`config.mk`:
```
export PLATFORM = sky130hd
export DESIGN_NAME = drive_command_arbiter_watchdog_top_flat
export DESIGN_NICKNAME = d
export VERILOG_FILES = /design/src/hdl/dcaw_pkg.sv /design/src/hdl/dcaw_if.sv /design/src/hdl/dcaw_calc.sv /design/src/hdl/drive_command_arbiter_watchdog_top.sv /design/src/flat_wrapper.sv
export SDC_FILE = /design/constraint.sdc
export NUM_CORES = 2
export LEC_CHECK = 0
export BUFFER_PORTS_ARGS = -buffer_cell sky130_fd_sc_hd__buf_4
export CAP_MARGIN = 30
export CORE_ASPECT_RATIO = 1.4
export CORE_UTILIZATION = 52
export DETAILED_ROUTE_END_ITERATION = 12
export GPL_TIMING_DRIVEN = 0
export PLACE_DENSITY = 0.73
export SLEW_MARGIN = 25
export SYNTH_ARGS = -nofsm -noshare
export SYNTH_HDL_FRONTEND = slang
export SYNTH_HIERARCHICAL = 1
export SYNTH_SLANG_ARGS = --single-unit
```
`constraint.sdc`:
```
create_clock -name clock -period 9.92 [get_ports clock]
set_input_delay 1.488 -clock clock [delete_from_list [all_inputs] [get_ports clock]]
set_output_delay 1.488 -clock clock [all_outputs]
set_load 0.02 [all_outputs]
```
`src/hdl/dcaw_pkg.sv`:
```
// Shared types, constants and the arctangent table for the drive command arbiter.
// No dependencies; every other file imports this package.
`default_nettype none

package dcaw_pkg;

   localparam int VAL_W     = 24;
   localparam int PCT_W     = 16;
   localparam int GAIN_W    = 15;
   localparam int VMAX_W    = 23;
   localparam int TICK_W    = 8;
   localparam int CNT_W     = 16;
   localparam int SRC_W     = 2;
   localparam int CSR_IDX_W = 3;
   localparam int NUM_SRC   = 3;

   // scaled speed: |value| * 25600 fits 38 bits, signed quotient 39 bits
   localparam int QUO_W     = 38;
   localparam int SVAL_W    = QUO_W + 1;
   localparam int CORDIC_W  = 44;
   localparam int ANGLE_W   = 32;
   localparam int SQRT_W    = 32;
   localparam int STEP_W    = 6;

   localparam int CORDIC_ITER = 23;
   localparam int SQRT_ITER   = 16;

   localparam logic [GAIN_W-1:0] PCT_SCALE = GAIN_W'(25600);

   localparam logic [1:0] MODE_TICK = 2'd0;
   localparam logic [1:0] MODE_JOY  = 2'd1;
   localparam logic [1:0] MODE_MOV  = 2'd2;
   localparam logic [1:0] MODE_AUX  = 2'd3;

   localparam logic [1:0] FMT_NONE      = 2'd0;
   localparam logic [1:0] FMT_PCT_POLAR = 2'd1;
   localparam logic [1:0] FMT_SPD_POLAR = 2'd2;
   localparam logic [1:0] FMT_SPD_CART  = 2'd3;

   localparam logic [SRC_W-1:0] SRC_MOV = 2'd0;
   localparam logic [SRC_W-1:0] SRC_AUX = 2'd1;
   localparam logic [SRC_W-1:0] SRC_JOY = 2'd2;

   localparam logic [CSR_IDX_W-1:0] REG_MAX_LIN = 3'd0;
   localparam logic [CSR_IDX_W-1:0] REG_MAX_ANG = 3'd1;
   localparam logic [CSR_IDX_W-1:0] REG_TIMEOUT = 3'd2;
   localparam logic [CSR_IDX_W-1:0] REG_HOLD    = 3'd3;
   localparam logic [CSR_IDX_W-1:0] REG_JOY_THR = 3'd4;

   typedef struct packed {
      logic [1:0]              fmt;
      logic signed [VAL_W-1:0] a;
      logic signed [VAL_W-1:0] b;
      logic signed [VAL_W-1:0] c;
      logic signed [VAL_W-1:0] d;
   } calc_req_type;

   typedef struct packed {
      logic                start;
      logic [VMAX_W-1:0]   max_lin;
      logic [VMAX_W-1:0]   max_ang;
   } calc_ctl_type;

   typedef struct packed {
      logic busy;
      logic done;
   } calc_sts_type;

   typedef struct packed {
      logic signed [VAL_W-1:0] dir;
      logic signed [PCT_W-1:0] lin;
      logic signed [PCT_W-1:0] ang;
      logic [GAIN_W-1:0]       gain;
   } src_vals_type;

   // atan(2^-i) in degrees, Q.16
   function automatic logic signed [ANGLE_W-1:0] atan_entry(input logic [4:0] idx);
      logic signed [ANGLE_W-1:0] v;
      case (idx)
         5'd0:  v = 32'sd2949120;
         5'd1:  v = 32'sd1740967;
         5'd2:  v = 32'sd919879;
         5'd3:  v = 32'sd466945;
         5'd4:  v = 32'sd234379;
         5'd5:  v = 32'sd117304;
         5'd6:  v = 32'sd58666;
         5'd7:  v = 32'sd29335;
         5'd8:  v = 32'sd14668;
         5'd9:  v = 32'sd7334;
         5'd10: v = 32'sd3667;
         5'd11: v = 32'sd1833;
         5'd12: v = 32'sd917;
         5'd13: v = 32'sd458;
         5'd14: v = 32'sd229;
         5'd15: v = 32'sd115;
         5'd16: v = 32'sd57;
         5'd17: v = 32'sd29;
         5'd18: v = 32'sd14;
         5'd19: v = 32'sd7;
         5'd20: v = 32'sd4;
         5'd21: v = 32'sd2;
         5'd22: v = 32'sd1;
         default: v = 32'sd0;
      endcase
      return v;
   endfunction

endpackage

`default_nettype wire

```
`src/hdl/dcaw_if.sv`:
```
// Valid/ready channel interfaces: command request, tick response, register write.
// Depends on dcaw_pkg for field widths.
`default_nettype none

interface dcaw_req_if import dcaw_pkg::*; ();
   logic                    valid;
   logic                    ready;
   logic [1:0]              mode;
   logic [1:0]              format;
   logic signed [VAL_W-1:0] value_a;
   logic signed [VAL_W-1:0] value_b;
   logic signed [VAL_W-1:0] value_c;
   logic signed [VAL_W-1:0] value_d;
   modport source (output valid, mode, format, value_a, value_b, value_c, value_d,
                   input ready);
   modport sink   (input valid, mode, format, value_a, value_b, value_c, value_d,
                   output ready);
endinterface

interface dcaw_rsp_if import dcaw_pkg::*; ();
   logic                    valid;
   logic                    ready;
   logic signed [VAL_W-1:0] direction_out;
   logic signed [PCT_W-1:0] linear_out;
   logic signed [PCT_W-1:0] angular_out;
   logic [GAIN_W-1:0]       gain_out;
   logic [SRC_W-1:0]        selected_source;
   logic [CNT_W-1:0]        movement_timeouts;
   logic [CNT_W-1:0]        joystick_timeouts;
   logic [CNT_W-1:0]        auxiliary_timeouts;
   modport source (output valid, direction_out, linear_out, angular_out, gain_out,
                   selected_source, movement_timeouts, joystick_timeouts,
                   auxiliary_timeouts, input ready);
   modport sink   (input valid, direction_out, linear_out, angular_out, gain_out,
                   selected_source, movement_timeouts, joystick_timeouts,
                   auxiliary_timeouts, output ready);
endinterface

interface dcaw_csr_if import dcaw_pkg::*; ();
   logic                 valid;
   logic                 ready;
   logic [CSR_IDX_W-1:0] index;
   logic [VMAX_W-1:0]    data;
   modport source (output valid, index, data, input ready);
   modport sink   (input valid, index, data, output ready);
endinterface

`default_nettype wire

```
`src/hdl/dcaw_calc.sv`:
```
// Command format conversion: restoring divider, bit-serial square root and CORDIC
// atan2, all stepped by one sequencer. Depends on dcaw_pkg.
`default_nettype none

module dcaw_calc import dcaw_pkg::*; (
   input  wire logic         clock,
   input  wire logic         reset,
   input  wire calc_ctl_type ctl,
   input  wire calc_req_type req,
   output calc_sts_type      sts,
   output src_vals_type      res
);

   localparam logic [3:0] C_IDLE     = 4'd0;
   localparam logic [3:0] C_SC_LOAD  = 4'd1;
   localparam logic [3:0] C_SC_DIV   = 4'd2;
   localparam logic [3:0] C_SC_STORE = 4'd3;
   localparam logic [3:0] C_SQ_X     = 4'd4;
   localparam logic [3:0] C_SQ_Y     = 4'd5;
   localparam logic [3:0] C_SQ_RUN   = 4'd6;
   localparam logic [3:0] C_CD_INIT  = 4'd7;
   localparam logic [3:0] C_CD_NORM  = 4'd8;
   localparam logic [3:0] C_CD_RUN   = 4'd9;
   localparam logic [3:0] C_CD_ROUND = 4'd10;
   localparam logic [3:0] C_DONE     = 4'd11;

   localparam logic [1:0] OP_A = 2'd0;
   localparam logic [1:0] OP_B = 2'd1;
   localparam logic [1:0] OP_C = 2'd2;

   localparam logic signed [SVAL_W-1:0]   PCT_POS  = SVAL_W'(25600);
   localparam logic signed [SVAL_W-1:0]   PCT_NEG  = -SVAL_W'(25600);
   localparam logic signed [CORDIC_W-1:0] NORM_POS = CORDIC_W'(64'sd1 <<< 40);
   localparam logic signed [CORDIC_W-1:0] NORM_NEG = -CORDIC_W'(64'sd1 <<< 40);
   localparam logic signed [ANGLE_W-1:0]  Z_HALF   = 32'sd11796480;
   localparam logic signed [ANGLE_W-1:0]  WRAP_LIM = 32'sd46080;
   localparam logic signed [ANGLE_W-1:0]  WRAP_SPAN = 32'sd92160;
   localparam logic signed [ANGLE_W-1:0]  ROUND_HALF = 32'sd128;
   localparam logic [SQRT_W-1:0]          SQ_BIT_TOP = SQRT_W'(1) << 30;

   function automatic logic signed [PCT_W-1:0] clamp_pct(input logic signed [SVAL_W-1:0] v);
      logic signed [PCT_W-1:0] r;
      if (v > PCT_POS) r = PCT_W'(PCT_POS);
      else if (v < PCT_NEG) r = PCT_W'(PCT_NEG);
      else r = v[PCT_W-1:0];
      return r;
   endfunction

   logic [3:0]                 state_ff, state_in;
   calc_req_type               req_ff, req_in;
   logic [VMAX_W-1:0]          mlin_ff, mlin_in, mang_ff, mang_in;
   logic [1:0]                 op_ff, op_in;
   logic                       neg_ff, neg_in;
   logic [QUO_W-1:0]           num_ff, num_in;
   logic [VMAX_W-1:0]          rem_ff, rem_in, den_ff, den_in;
   logic [STEP_W-1:0]          cnt_ff, cnt_in;
   logic signed [SVAL_W-1:0]   x_ff, x_in, y_ff, y_in;
   logic [SQRT_W-1:0]          sqn_ff, sqn_in, sqr_ff, sqr_in, sqb_ff, sqb_in;
   logic signed [CORDIC_W-1:0] vx_ff, vx_in, vy_ff, vy_in;
   logic signed [ANGLE_W-1:0]  z_ff, z_in;
   src_vals_type               res_ff, res_in;

   logic signed [VAL_W-1:0]    op_val;
   logic [VAL_W-1:0]           op_mag;
   logic [SVAL_W-1:0]          prod;
   logic [VMAX_W:0]            rem_sh;
   logic signed [SVAL_W-1:0]   quo;
   logic signed [PCT_W-1:0]    x16, y16;
   logic signed [SQRT_W-1:0]   sq_prod;
   logic [SQRT_W-1:0]          sq_try;
   logic signed [CORDIC_W-1:0] dx, dy, vx0, vy0;
   logic signed [ANGLE_W-1:0]  rz;

   always_comb begin
      state_in = state_ff;
      req_in   = req_ff;
      mlin_in  = mlin_ff;
      mang_in  = mang_ff;
      op_in    = op_ff;
      neg_in   = neg_ff;
      num_in   = num_ff;
      rem_in   = rem_ff;
      den_in   = den_ff;
      cnt_in   = cnt_ff;
      x_in     = x_ff;
      y_in     = y_ff;
      sqn_in   = sqn_ff;
      sqr_in   = sqr_ff;
      sqb_in   = sqb_ff;
      vx_in    = vx_ff;
      vy_in    = vy_ff;
      z_in     = z_ff;
      res_in   = res_ff;

      case (op_ff)
         OP_A:    op_val = req_ff.a;
         OP_B:    op_val = req_ff.b;
         default: op_val = req_ff.c;
      endcase
      op_mag  = op_val[VAL_W-1] ? VAL_W'(-op_val) : VAL_W'(op_val);
      prod    = SVAL_W'({{(SVAL_W-VAL_W){1'b0}}, op_mag} *
                        {{(SVAL_W-GAIN_W){1'b0}}, PCT_SCALE});
      rem_sh  = {rem_ff, num_ff[QUO_W-1]};
      quo     = neg_ff ? -$signed({1'b0, num_ff}) : $signed({1'b0, num_ff});
      x16     = x_ff[PCT_W-1:0];
      y16     = y_ff[PCT_W-1:0];
      sq_prod = (state_ff == C_SQ_X) ? SQRT_W'(x16) * SQRT_W'(x16)
                                     : SQRT_W'(y16) * SQRT_W'(y16);
      sq_try  = sqr_ff + sqb_ff;
      dx      = vy_ff >>> cnt_ff[4:0];
      dy      = vx_ff >>> cnt_ff[4:0];
      vx0     = CORDIC_W'(y_ff);
      vy0     = CORDIC_W'(x_ff);
      rz      = (z_ff + ROUND_HALF) >>> 8;
      if (rz > WRAP_LIM) rz = rz - WRAP_SPAN;
      else if (rz <= -WRAP_LIM) rz = rz + WRAP_SPAN;

      case (state_ff)
         C_IDLE: begin
            if (ctl.start) begin
               req_in  = req;
               mlin_in = (ctl.max_lin == '0) ? VMAX_W'(1) : ctl.max_lin;
               mang_in = (ctl.max_ang == '0) ? VMAX_W'(1) : ctl.max_ang;
               op_in   = (req.fmt == FMT_SPD_CART) ? OP_A : OP_B;
               if (req.fmt == FMT_PCT_POLAR) begin
                  res_in.dir = req.a;
                  res_in.lin = clamp_pct(SVAL_W'(req.b));
                  res_in.ang = clamp_pct(SVAL_W'(req.c));
                  if (req.d < 0) res_in.gain = '0;
                  else if (req.d > VAL_W'(PCT_SCALE)) res_in.gain = PCT_SCALE;
                  else res_in.gain = req.d[GAIN_W-1:0];
                  state_in = C_DONE;
               end else begin
                  state_in = C_SC_LOAD;
               end
            end
         end
         C_SC_LOAD: begin
            neg_in   = op_val[VAL_W-1];
            num_in   = prod[QUO_W-1:0];
            den_in   = (op_ff == OP_C) ? mang_ff : mlin_ff;
            rem_in   = '0;
            cnt_in   = '0;
            state_in = C_SC_DIV;
         end
         C_SC_DIV: begin
            // one quotient bit per cycle
            if (rem_sh >= {1'b0, den_ff}) begin
               rem_in = VMAX_W'(rem_sh - {1'b0, den_ff});
               num_in = {num_ff[QUO_W-2:0], 1'b1};
            end else begin
               rem_in = rem_sh[VMAX_W-1:0];
               num_in = {num_ff[QUO_W-2:0], 1'b0};
            end
            cnt_in = cnt_ff + STEP_W'(1);
            if (cnt_ff == STEP_W'(QUO_W - 1)) state_in = C_SC_STORE;
         end
         C_SC_STORE: begin
            case (op_ff)
               OP_A:    x_in = quo;
               OP_B:    y_in = quo;
               default: ;
            endcase
            if (op_ff == OP_C) begin
               res_in.ang  = clamp_pct(quo);
               res_in.gain = PCT_SCALE;
               if (req_ff.fmt == FMT_SPD_POLAR) begin
                  res_in.dir = req_ff.a;
                  res_in.lin = clamp_pct(y_ff);
                  state_in   = C_DONE;
               end else begin
                  state_in   = C_SQ_X;
               end
            end else begin
               op_in    = op_ff + 2'd1;
               state_in = C_SC_LOAD;
            end
         end
         C_SQ_X: begin
            if (x_ff > PCT_POS || x_ff < PCT_NEG || y_ff > PCT_POS || y_ff < PCT_NEG) begin
               res_in.lin = PCT_W'(PCT_POS);
               state_in   = C_CD_INIT;
            end else begin
               sqn_in   = sq_prod;
               state_in = C_SQ_Y;
            end
         end
         C_SQ_Y: begin
            sqn_in   = sqn_ff + sq_prod;
            sqr_in   = '0;
            sqb_in   = SQ_BIT_TOP;
            cnt_in   = '0;
            state_in = C_SQ_RUN;
         end
         C_SQ_RUN: begin
            if (sqn_ff >= sq_try) begin
               sqn_in = sqn_ff - sq_try;
               sqr_in = (sqr_ff >> 1) + sqb_ff;
            end else begin
               sqr_in = sqr_ff >> 1;
            end
            sqb_in = sqb_ff >> 2;
            cnt_in = cnt_ff + STEP_W'(1);
            if (cnt_ff == STEP_W'(SQRT_ITER - 1)) begin
               state_in = C_CD_INIT;
            end
         end
         C_CD_INIT: begin
            if (state_ff == C_CD_INIT && sqb_ff == '0 && x_ff <= PCT_POS && x_ff >= PCT_NEG &&
                y_ff <= PCT_POS && y_ff >= PCT_NEG) begin
               res_in.lin = (sqr_ff > SQRT_W'(25600)) ? PCT_W'(PCT_POS) : sqr_ff[PCT_W-1:0];
            end
            if (x_ff == '0 && y_ff == '0) begin
               res_in.dir = '0;
               state_in   = C_DONE;
            end else begin
               if (y_ff < 0) begin
                  vx_in = -vx0;
                  vy_in = -vy0;
                  z_in  = Z_HALF;
               end else begin
                  vx_in = vx0;
                  vy_in = vy0;
                  z_in  = '0;
               end
               state_in = C_CD_NORM;
            end
         end
         C_CD_NORM: begin
            // shift up until the larger magnitude reaches 2^40
            if (vx_ff < NORM_POS && vx_ff > NORM_NEG && vy_ff < NORM_POS && vy_ff > NORM_NEG)
            begin
               vx_in = vx_ff <<< 1;
               vy_in = vy_ff <<< 1;
            end else begin
               cnt_in   = '0;
               state_in = C_CD_RUN;
            end
         end
         C_CD_RUN: begin
            if (vy_ff >= 0) begin
               vx_in = vx_ff + dx;
               vy_in = vy_ff - dy;
               z_in  = z_ff + atan_entry(cnt_ff[4:0]);
            end else begin
               vx_in = vx_ff - dx;
               vy_in = vy_ff + dy;
               z_in  = z_ff - atan_entry(cnt_ff[4:0]);
            end
            cnt_in = cnt_ff + STEP_W'(1);
            if (cnt_ff == STEP_W'(CORDIC_ITER - 1)) state_in = C_CD_ROUND;
         end
         C_CD_ROUND: begin
            res_in.dir = rz[VAL_W-1:0];
            state_in   = C_DONE;
         end
         C_DONE: begin
            state_in = C_IDLE;
         end
         default: begin
            state_in = C_IDLE;
         end
      endcase
   end

   always_ff @(posedge clock) begin
      if (reset) begin
         state_ff <= C_IDLE;
      end else begin
         state_ff <= state_in;
      end
      req_ff  <= req_in;
      mlin_ff <= mlin_in;
      mang_ff <= mang_in;
      op_ff   <= op_in;
      neg_ff  <= neg_in;
      num_ff  <= num_in;
      rem_ff  <= rem_in;
      den_ff  <= den_in;
      cnt_ff  <= cnt_in;
      x_ff    <= x_in;
      y_ff    <= y_in;
      sqn_ff  <= sqn_in;
      sqr_ff  <= sqr_in;
      sqb_ff  <= sqb_in;
      vx_ff   <= vx_in;
      vy_ff   <= vy_in;
      z_ff    <= z_in;
      res_ff  <= res_in;
   end

   assign sts.busy = (state_ff != C_IDLE);
   assign sts.done = (state_ff == C_DONE);
   assign res      = res_ff;

endmodule

`default_nettype wire

```
`src/hdl/drive_command_arbiter_watchdog_top.sv`:
```
// Drive command arbiter with per-source watchdog: top level.
// Depends on dcaw_pkg, the channel interfaces in dcaw_if.sv and dcaw_calc.
//
// Usage:
//  req_if carries one transaction per command or tick. mode selects a tick
//  (no value fields used) or a message from the joystick, movement or
//  auxiliary source. A message in a format its source takes updates its stored
//  command and produces no response; a tick produces exactly one rsp_if
//  transaction with the command of the source holding priority (joystick hold,
//  then auxiliary hold, then movement) and the three saturating timeout counters.
//  csr_if writes configuration registers 0..4 at any time; csr_if.ready is
//  always high. Write them only while no transaction is in flight.
// Timing:
//  req_if.ready is high only while the block is idle. A tick waits until the
//  output register is free. A percent-polar message is only clamped; a
//  speed-polar message runs two 38-step divisions, a speed-cartesian message
//  three divisions, a 16-step square root when both speeds are in range, up
//  to 40 normalize shifts and 23 CORDIC rotations in the one calculation unit.
// Reset and stall:
//  reset clears all stored commands, ages, holds and counters and restores
//  the register defaults. While rsp_if stalls, a response holds in the output
//  register; one more tick is taken but waits until that register frees up.
`default_nettype none

module drive_command_arbiter_watchdog_top import dcaw_pkg::*; (
   input  wire logic   clock,
   input  wire logic   reset,
   dcaw_req_if.sink    req_if,
   dcaw_rsp_if.source  rsp_if,
   dcaw_csr_if.sink    csr_if
);

   localparam logic [1:0] ST_IDLE = 2'd0;
   localparam logic [1:0] ST_CALC = 2'd1;
   localparam logic [1:0] ST_TICK = 2'd2;

   typedef struct packed {
      logic signed [VAL_W-1:0] direction_out;
      logic signed [PCT_W-1:0] linear_out;
      logic signed [PCT_W-1:0] angular_out;
      logic [GAIN_W-1:0]       gain_out;
      logic [SRC_W-1:0]        selected_source;
      logic [CNT_W-1:0]        movement_timeouts;
      logic [CNT_W-1:0]        joystick_timeouts;
      logic [CNT_W-1:0]        auxiliary_timeouts;
   } rsp_pay_type;

   // configuration
   logic [VMAX_W-1:0] max_lin_ff, max_lin_in, max_ang_ff, max_ang_in;
   logic [TICK_W-1:0] timeout_ff, timeout_in, hold_ff, hold_in;
   logic [GAIN_W-1:0] joy_thr_ff, joy_thr_in;

   // per-source state
   src_vals_type      vals_ff [NUM_SRC];
   src_vals_type      vals_in [NUM_SRC];
   logic [TICK_W-1:0] ages_ff [NUM_SRC];
   logic [TICK_W-1:0] ages_in [NUM_SRC];
   logic [CNT_W-1:0]  tocnt_ff [NUM_SRC];
   logic [CNT_W-1:0]  tocnt_in [NUM_SRC];
   logic [TICK_W-1:0] joy_hold_ff, joy_hold_in, aux_hold_ff, aux_hold_in;

   logic [1:0]        state_ff, state_in;
   logic [SRC_W-1:0]  msg_src_ff, msg_src_in;
   logic              rsp_valid_ff, rsp_valid_in;
   rsp_pay_type       rsp_pay_ff, rsp_pay_in;

   logic              req_accept;
   logic [SRC_W-1:0]  req_src;
   logic              req_drop;
   logic              out_free;
   logic [SRC_W-1:0]  sel;
   calc_ctl_type      calc_ctl;
   calc_req_type      calc_req;
   calc_sts_type      calc_sts;
   src_vals_type      calc_res;

   assign req_if.ready = (state_ff == ST_IDLE);
   assign csr_if.ready = 1'b1;
   assign req_accept   = req_if.valid && req_if.ready;
   assign out_free     = !rsp_valid_ff || rsp_if.ready;

   always_comb begin
      case (req_if.mode)
         MODE_JOY: req_src = SRC_JOY;
         MODE_AUX: req_src = SRC_AUX;
         default:  req_src = SRC_MOV;
      endcase
   end

   // drop unused formats; joystick takes only percent polar
   assign req_drop = (req_if.format == FMT_NONE) ||
                     (req_src == SRC_JOY && req_if.format != FMT_PCT_POLAR);

   assign calc_ctl.start   = req_accept && req_if.mode != MODE_TICK && !req_drop;
   assign calc_ctl.max_lin = max_lin_ff;
   assign calc_ctl.max_ang = max_ang_ff;
   assign calc_req.fmt     = req_if.format;
   assign calc_req.a       = req_if.value_a;
   assign calc_req.b       = req_if.value_b;
   assign calc_req.c       = req_if.value_c;
   assign calc_req.d       = req_if.value_d;

   dcaw_calc u_calc (
      .clock (clock),
      .reset (reset),
      .ctl   (calc_ctl),
      .req   (calc_req),
      .sts   (calc_sts),
      .res   (calc_res)
   );

   // priority: joystick hold, then auxiliary hold, then movement
   assign sel = (joy_hold_ff != '0) ? SRC_JOY : ((aux_hold_ff != '0) ? SRC_AUX : SRC_MOV);

   always_comb begin
      max_lin_in   = max_lin_ff;
      max_ang_in   = max_ang_ff;
      timeout_in   = timeout_ff;
      hold_in      = hold_ff;
      joy_thr_in   = joy_thr_ff;
      vals_in      = vals_ff;
      ages_in      = ages_ff;
      tocnt_in     = tocnt_ff;
      joy_hold_in  = joy_hold_ff;
      aux_hold_in  = aux_hold_ff;
      state_in     = state_ff;
      msg_src_in   = msg_src_ff;
      rsp_valid_in = rsp_valid_ff;
      rsp_pay_in   = rsp_pay_ff;

      // retire a taken response
      if (rsp_valid_ff && rsp_if.ready) rsp_valid_in = 1'b0;

      if (csr_if.valid) begin
         case (csr_if.index)
            REG_MAX_LIN: max_lin_in = csr_if.data;
            REG_MAX_ANG: max_ang_in = csr_if.data;
            REG_TIMEOUT: timeout_in = csr_if.data[TICK_W-1:0];
            REG_HOLD:    hold_in    = csr_if.data[TICK_W-1:0];
            REG_JOY_THR: joy_thr_in = csr_if.data[GAIN_W-1:0];
            default: ;
         endcase
      end

      case (state_ff)
         ST_IDLE: begin
            if (req_accept) begin
               if (req_if.mode == MODE_TICK) begin
                  state_in = ST_TICK;
               end else if (!req_drop) begin
                  msg_src_in = req_src;
                  state_in   = ST_CALC;
               end
            end
         end
         ST_CALC: begin
            if (calc_sts.done) begin
               // store the new command, restart its age, arm holds
               vals_in[msg_src_ff] = calc_res;
               ages_in[msg_src_ff] = '0;
               if (msg_src_ff == SRC_JOY && calc_res.gain > joy_thr_ff) joy_hold_in = hold_ff;
               if (msg_src_ff == SRC_AUX) aux_hold_in = hold_ff;
               state_in = ST_IDLE;
            end
         end
         ST_TICK: begin
            if (out_free) begin
               rsp_valid_in                  = 1'b1;
               rsp_pay_in.direction_out      = vals_ff[sel].dir;
               rsp_pay_in.linear_out         = vals_ff[sel].lin;
               rsp_pay_in.angular_out        = vals_ff[sel].ang;
               rsp_pay_in.gain_out           = vals_ff[sel].gain;
               rsp_pay_in.selected_source    = sel;
               rsp_pay_in.movement_timeouts  = tocnt_ff[SRC_MOV];
               rsp_pay_in.joystick_timeouts  = tocnt_ff[SRC_JOY];
               rsp_pay_in.auxiliary_timeouts = tocnt_ff[SRC_AUX];
               // watchdog: zero stale sources and count, else age them
               for (int i = 0; i < NUM_SRC; i++) begin
                  if (ages_ff[i] >= timeout_ff) begin
                     vals_in[i] = '0;
                     if (tocnt_ff[i] != '1) tocnt_in[i] = tocnt_ff[i] + CNT_W'(1);
                  end else if (ages_ff[i] != '1) begin
                     ages_in[i] = ages_ff[i] + TICK_W'(1);
                  end
               end
               if (joy_hold_ff != '0) joy_hold_in = joy_hold_ff - TICK_W'(1);
               if (aux_hold_ff != '0) aux_hold_in = aux_hold_ff - TICK_W'(1);
               state_in = ST_IDLE;
            end
         end
         default: begin
            state_in = ST_IDLE;
         end
      endcase
   end

   always_ff @(posedge clock) begin
      if (reset) begin
         max_lin_ff   <= VMAX_W'(256);
         max_ang_ff   <= VMAX_W'(7680);
         timeout_ff   <= TICK_W'(10);
         hold_ff      <= TICK_W'(100);
         joy_thr_ff   <= GAIN_W'(2560);
         for (int i = 0; i < NUM_SRC; i++) begin
            vals_ff[i]  <= '0;
            ages_ff[i]  <= '0;
            tocnt_ff[i] <= '0;
         end
         joy_hold_ff  <= '0;
         aux_hold_ff  <= '0;
         state_ff     <= ST_IDLE;
         rsp_valid_ff <= 1'b0;
      end else begin
         max_lin_ff   <= max_lin_in;
         max_ang_ff   <= max_ang_in;
         timeout_ff   <= timeout_in;
         hold_ff      <= hold_in;
         joy_thr_ff   <= joy_thr_in;
         vals_ff      <= vals_in;
         ages_ff      <= ages_in;
         tocnt_ff     <= tocnt_in;
         joy_hold_ff  <= joy_hold_in;
         aux_hold_ff  <= aux_hold_in;
         state_ff     <= state_in;
         rsp_valid_ff <= rsp_valid_in;
      end
      msg_src_ff <= msg_src_in;
      rsp_pay_ff <= rsp_pay_in;
   end

   assign rsp_if.valid              = rsp_valid_ff;
   assign rsp_if.direction_out      = rsp_pay_ff.direction_out;
   assign rsp_if.linear_out         = rsp_pay_ff.linear_out;
   assign rsp_if.angular_out        = rsp_pay_ff.angular_out;
   assign rsp_if.gain_out           = rsp_pay_ff.gain_out;
   assign rsp_if.selected_source    = rsp_pay_ff.selected_source;
   assign rsp_if.movement_timeouts  = rsp_pay_ff.movement_timeouts;
   assign rsp_if.joystick_timeouts  = rsp_pay_ff.joystick_timeouts;
   assign rsp_if.auxiliary_timeouts = rsp_pay_ff.auxiliary_timeouts;

   // the calculation unit finishes only for a message in flight
   a_done_in_calc: assert property (@(posedge clock) disable iff (reset)
      calc_sts.done |-> (state_ff == ST_CALC))
      else $error("calc done outside message state");

   // an accepted tick goes straight to the tick state
   a_tick_entry: assert property (@(posedge clock) disable iff (reset)
      (req_accept && req_if.mode == MODE_TICK) |=> (state_ff == ST_TICK))
      else $error("tick not entered");

   // a tick with a free output register produces a response
   a_tick_emits: assert property (@(posedge clock) disable iff (reset)
      (state_ff == ST_TICK && !rsp_valid_ff) |=> rsp_valid_ff)
      else $error("tick lost");

   // a new response is only produced by a tick
   a_rsp_from_tick: assert property (@(posedge clock) disable iff (reset)
      (rsp_valid_in && !rsp_valid_ff) |-> (state_ff == ST_TICK))
      else $error("spurious response");

   a_sel_code: assert property (@(posedge clock) disable iff (reset)
      rsp_valid_ff |-> (rsp_pay_ff.selected_source == SRC_MOV ||
                        rsp_pay_ff.selected_source == SRC_AUX ||
                        rsp_pay_ff.selected_source == SRC_JOY))
      else $error("bad selected source");

endmodule

`default_nettype wire
```
`src/flat_wrapper.sv`:
```
// flat-port wrapper written by rule: the top's interface ports become plain ports
module drive_command_arbiter_watchdog_top_flat import dcaw_pkg::*;
  (clock, reset, req_if_valid, req_if_mode, req_if_format, req_if_value_a, req_if_value_b, req_if_value_c, req_if_value_d, req_if_ready, rsp_if_valid, rsp_if_direction_out, rsp_if_linear_out, rsp_if_angular_out, rsp_if_gain_out, rsp_if_selected_source, rsp_if_movement_timeouts, rsp_if_joystick_timeouts, rsp_if_auxiliary_timeouts, rsp_if_ready, csr_if_valid, csr_if_index, csr_if_data, csr_if_ready);
  dcaw_req_if req_if_i ();
  dcaw_rsp_if rsp_if_i ();
  dcaw_csr_if csr_if_i ();
  input  wire logic clock;
  input  wire logic reset;
  input wire logic [$bits(req_if_i.valid)-1:0] req_if_valid;
  input wire logic [$bits(req_if_i.mode)-1:0] req_if_mode;
  input wire logic [$bits(req_if_i.format)-1:0] req_if_format;
  input wire logic [$bits(req_if_i.value_a)-1:0] req_if_value_a;
  input wire logic [$bits(req_if_i.value_b)-1:0] req_if_value_b;
  input wire logic [$bits(req_if_i.value_c)-1:0] req_if_value_c;
  input wire logic [$bits(req_if_i.value_d)-1:0] req_if_value_d;
  output wire logic [$bits(req_if_i.ready)-1:0] req_if_ready;
  output wire logic [$bits(rsp_if_i.valid)-1:0] rsp_if_valid;
  output wire logic [$bits(rsp_if_i.direction_out)-1:0] rsp_if_direction_out;
  output wire logic [$bits(rsp_if_i.linear_out)-1:0] rsp_if_linear_out;
  output wire logic [$bits(rsp_if_i.angular_out)-1:0] rsp_if_angular_out;
  output wire logic [$bits(rsp_if_i.gain_out)-1:0] rsp_if_gain_out;
  output wire logic [$bits(rsp_if_i.selected_source)-1:0] rsp_if_selected_source;
  output wire logic [$bits(rsp_if_i.movement_timeouts)-1:0] rsp_if_movement_timeouts;
  output wire logic [$bits(rsp_if_i.joystick_timeouts)-1:0] rsp_if_joystick_timeouts;
  output wire logic [$bits(rsp_if_i.auxiliary_timeouts)-1:0] rsp_if_auxiliary_timeouts;
  input wire logic [$bits(rsp_if_i.ready)-1:0] rsp_if_ready;
  input wire logic [$bits(csr_if_i.valid)-1:0] csr_if_valid;
  input wire logic [$bits(csr_if_i.index)-1:0] csr_if_index;
  input wire logic [$bits(csr_if_i.data)-1:0] csr_if_data;
  output wire logic [$bits(csr_if_i.ready)-1:0] csr_if_ready;
  assign req_if_i.valid = req_if_valid;
  assign req_if_i.mode = req_if_mode;
  assign req_if_i.format = req_if_format;
  assign req_if_i.value_a = req_if_value_a;
  assign req_if_i.value_b = req_if_value_b;
  assign req_if_i.value_c = req_if_value_c;
  assign req_if_i.value_d = req_if_value_d;
  assign req_if_ready = req_if_i.ready;
  assign rsp_if_valid = rsp_if_i.valid;
  assign rsp_if_direction_out = rsp_if_i.direction_out;
  assign rsp_if_linear_out = rsp_if_i.linear_out;
  assign rsp_if_angular_out = rsp_if_i.angular_out;
  assign rsp_if_gain_out = rsp_if_i.gain_out;
  assign rsp_if_selected_source = rsp_if_i.selected_source;
  assign rsp_if_movement_timeouts = rsp_if_i.movement_timeouts;
  assign rsp_if_joystick_timeouts = rsp_if_i.joystick_timeouts;
  assign rsp_if_auxiliary_timeouts = rsp_if_i.auxiliary_timeouts;
  assign rsp_if_i.ready = rsp_if_ready;
  assign csr_if_i.valid = csr_if_valid;
  assign csr_if_i.index = csr_if_index;
  assign csr_if_i.data = csr_if_data;
  assign csr_if_ready = csr_if_i.ready;
  drive_command_arbiter_watchdog_top u_core (.clock(clock), .reset(reset), .req_if(req_if_i), .rsp_if(rsp_if_i), .csr_if(csr_if_i));
endmodule
```
==> reports/qor.txt <==
outcome: finished clean
RSZ-0062 raised after global routing: yes
Worst Setup SP: u_core/u_calc/cnt_ff[1]$_DFFE_PP_
initial antenna violation count: 33
drt drc: 0
fin cells: 12900
min-delay worst type: reg2reg
Crit Path Class: reg2reg
Hold Path Stages: 2
Post-synth EDFFs: 685
post-detail-place hpwl: 306 mm
Die Y: 500 um
top_reg_cell synth: edfxtp_1
Setup TNS: 0 ps
Final ANT Viol Nets: 0
CTS Hold Buffers Added: 0
dpl cells: 12700
Slew Viols, Final: 0
synthesized cell area: 0.0921 mm^2
Worst-path clk slew: 70 ps
CP max FO: 10
buffers added on ports: 253
TritonCTS Buffers: 108
Least-Margin Pin Slew: 1170 ps
final hold violation count: 0
R2R depth: 25
clock skew: 96.5 ps
layout cells sized above 1: 9.83%
sequential area share after synthesis: 31.2%
Crit Reg-Reg Endpoint: u_core/u_calc/vx_ff[40]$_DFFE_PP_
Final period util: 99.0%
syn nets: 11200
Yosys cell types: 102
final critical-path required period: 9820 ps
Clock Latency Late Sink: 830 ps
htree depth: 3
row count: 182
CTS sink cnt: 1092
I/O pin total: 255
Final nets: 11700
Iter 0 DRT Violations: 10400
DR vias: 84700
vias in the first global route: 83300
Initial Util: 52.4%
first-pass GRT wire length: 553 mm
Hold Slack: 458 ps
slew margin rel.: 21.5%
max cap viols: 0
Critical Path End: u_core/u_calc/vx_ff[40]$_DFFE_PP_
fmax: 102 MHz
clk root buf: clkbuf_16
chip width: 358 um
Via density: 6.57
crit end category: flop
CTS Buffer Depth: 3
Yosys Warn Count: 6
CTS tree: done
Async S/R FF share, synth: 0%
worst path required time: 10410 ps
WL per Instance: 29.8 um
Filler Cell Count: 15500
Syn Inst Count: 10100
endpoints failing setup: 0
nature of the critical path startpoint: flop
WL final: 385 mm
die area: 0.179 mm^2
1st-pass router iterations: 9
global route overflow: 0
largest net degree at the start of global routing: 71
R2R setup slack: 100 ps
gpl congestion: 1.10
Layout area overhead: 11.0%
Worst Path Arrival: 10310 ps
FF+latch count, synth: 1092
CORE AREA: 0.176 mm^2
reg-to-reg startpoint: u_core/u_calc/cnt_ff[1]$_DFFE_PP_
Post-Syn Area per Cell: 9.16 um^2
GRT Total Usage: 42.2%
## final cells by class
class	count	area, um^2	share of cell area, %
multi-input combinational	7393	57600	56.3
sequential	1092	28700	28.1
inverter	991	3750	3.67
clock buffer	141	3090	3.02
timing repair buffer	345	3000	2.93
tap	2300	2880	2.81
buffer	569	2500	2.45
clock inverter	64	731	0.714
antenna	9	22.5	0.0220
## Yosys cell counts (26+ instances only)
cell type     n  area (um^2)
or3_1        60          375
mux4_2       72         1620
or4_1        43          323
nand3_1     182          911
nand2_1    1047         3930
a21oi_1     598         2990
edfxtp_1    685        20600
nor2_1      634         2380
nor3_1      146          731
o31ai_1      93          698
and2_1      110          688
and3_1       89          557
a211oi_1     79          593
a22oi_1     117          878
clkbuf_1    458         1720
fa_1        498         9970
o21bai_1     50          375
mux2_2      119         1340
o221ai_1     45          394
ha_1        567         7090
o41ai_1      34          298
mux2i_1     207         2070
o21a_1       52          390
xnor2_1     351         3070
a22o_1      100          876
a21o_1      154         1160
buf_1        40          150
or2_2        55          344
xor2_1      254         2220
nand2b_1     84          526
nor4_1      121          757
inv_1       979         3670
o22ai_1      36          225
o21ai_0     508         2540
dfxtp_1     407         8150
a31oi_1      92          576
a31o_2       26          228
o211ai_1    185         1390
buf_2        49          245
o21ai_1      28          140
nor2b_1      78          488
nand4_1      99          619
## logic make-up after synthesis
| logic type | count (synthesis) | synth area share, % |
|---|---|---|
| buf+inv | 1568 | 6.64 |
| xor+xnor | 605 | 5.75 |
| fa+ha+maj | 1065 | 18.5 |
| simple gates | 2856 | 14.8 |
| compound gates | 2462 | 17.6 |
| mux | 404 | 5.55 |
| flops | 1092 | 31.2 |
| other cells | 1 | 0.00407 |
## routing by layer
layer | up-vias | wire length, um | GRT usage, %
met5 | - | 172 | 0
met4 | 24 | 35000 | 31.7
met3 | 1355 | 37100 | 9.54
met2 | 5086 | 174000 | 67.3
met1 | 41600 | 139000 | 49.6
li1 | 36700 | - | -
## repair_timing
action,in CTS,in global routing
cloned,0,0
buffers inserted,1,19
pin swaps,0,0
setup endpoints to repair,6,9
resized for setup,22,105
## registers in the layout (all words and copies together) (netlist names), 38 cells and up, named ones only
name,count
u_core/tocnt_ff,48
u_core/u_calc/num_ff,38
u_core/u_calc/req_ff,74
u_core/u_calc/res,71
u_core/u_calc/vx_ff,44
u_core/u_calc/vy_ff,44
u_core/u_calc/x_ff,39
u_core/u_calc/y_ff,39
u_core/vals_ff,213
## cells in the final DEF (no fill, tap or decap), types with 87 or more instances in the layout
| cell | instances |
|---|---|
| a21o_1 | 154 |
| a21oi_1 | 595 |
| a22o_1 | 100 |
| a22oi_1 | 117 |
| a31oi_1 | 87 |
| and2_1 | 107 |
| and3_1 | 89 |
| buf_4 | 311 |
| clkbuf_1 | 413 |
| clkbuf_16 | 115 |
| dfxtp_1 | 407 |
| edfxtp_1 | 685 |
| fa_1 | 496 |
| ha_1 | 567 |
| inv_1 | 972 |
| mux2_2 | 119 |
| mux2i_1 | 207 |
| nand2_1 | 1047 |
| nand3_1 | 182 |
| nand4_1 | 99 |
| nor2_1 | 625 |
| nor3_1 | 138 |
| nor4_1 | 113 |
| o211ai_1 | 185 |
| o21ai_0 | 503 |
| o31ai_1 | 93 |
| xnor2_1 | 349 |
| xor2_1 | 253 |
## worst max-delay path, cell delays in order, from the launching register on
cell      delay (ps)
edfxtp_1         650
buf_4            300
buf_2            420
buf_2            450
clkbuf_1         840
mux4_2           510
a221oi_2         760
nand4_1          500
nor3b_2          390
nand3_1          240
nor3_1           610
mux2_2           410
o22ai_1          180
a21o_1           190
ha_1             310
a21o_1           190
a21o_1           180
a21o_1           200
a221oi_1         270
a21boi_0         570
o31ai_1          300
a221oi_1         520
nand2b_1         100
a21oi_1          190
xor2_1           150
o21ai_0          100
## how the worst min path moves through the flow
| stage | startpoint | end | slack, ps |
|---|---|---|---|
| 5_1_grt | u_core/joy_thr_ff[12]$_SDFFE_PP0P_ | u_core/joy_thr_ff[12]$_SDFFE_PP0P_ | 470 |
| 2_1_floorplan | u_core/tocnt_ff[30]$_SDFFE_PP0P_ | u_core/rsp_if.auxiliary_timeouts[14]$_DFFE_PP_ | 430 |
| 4_1_cts | u_core/joy_thr_ff[8]$_SDFFE_PP0P_ | u_core/joy_thr_ff[8]$_SDFFE_PP0P_ | 460 |
| 3_3_place_gp | u_core/joy_thr_ff[7]$_SDFFE_PP0P_ | u_core/joy_thr_ff[7]$_SDFFE_PP0P_ | 450 |
| 3_5_place_dp | u_core/joy_thr_ff[8]$_SDFFE_PP0P_ | u_core/joy_thr_ff[8]$_SDFFE_PP0P_ | 450 |
| 6_report | u_core/joy_thr_ff[8]$_SDFFE_PP0P_ | u_core/joy_thr_ff[8]$_SDFFE_PP0P_ | 460 |
## metrics by stage
step	area [um^2]	util [%]	worst slack, ps
3_5_place_dp	98000	55.7	-878
4_1_cts	102000	57.9	11.7
6_report	102000	58.2	102
5_1_grt	102000	58.2	-29.8
2_1_floorplan	92100	-	1130
3_3_place_gp	96900	55.1	-2230
Power is not shown: default switching activity piles up to over one toggle a cycle in this logic, so the estimate is an artifact.
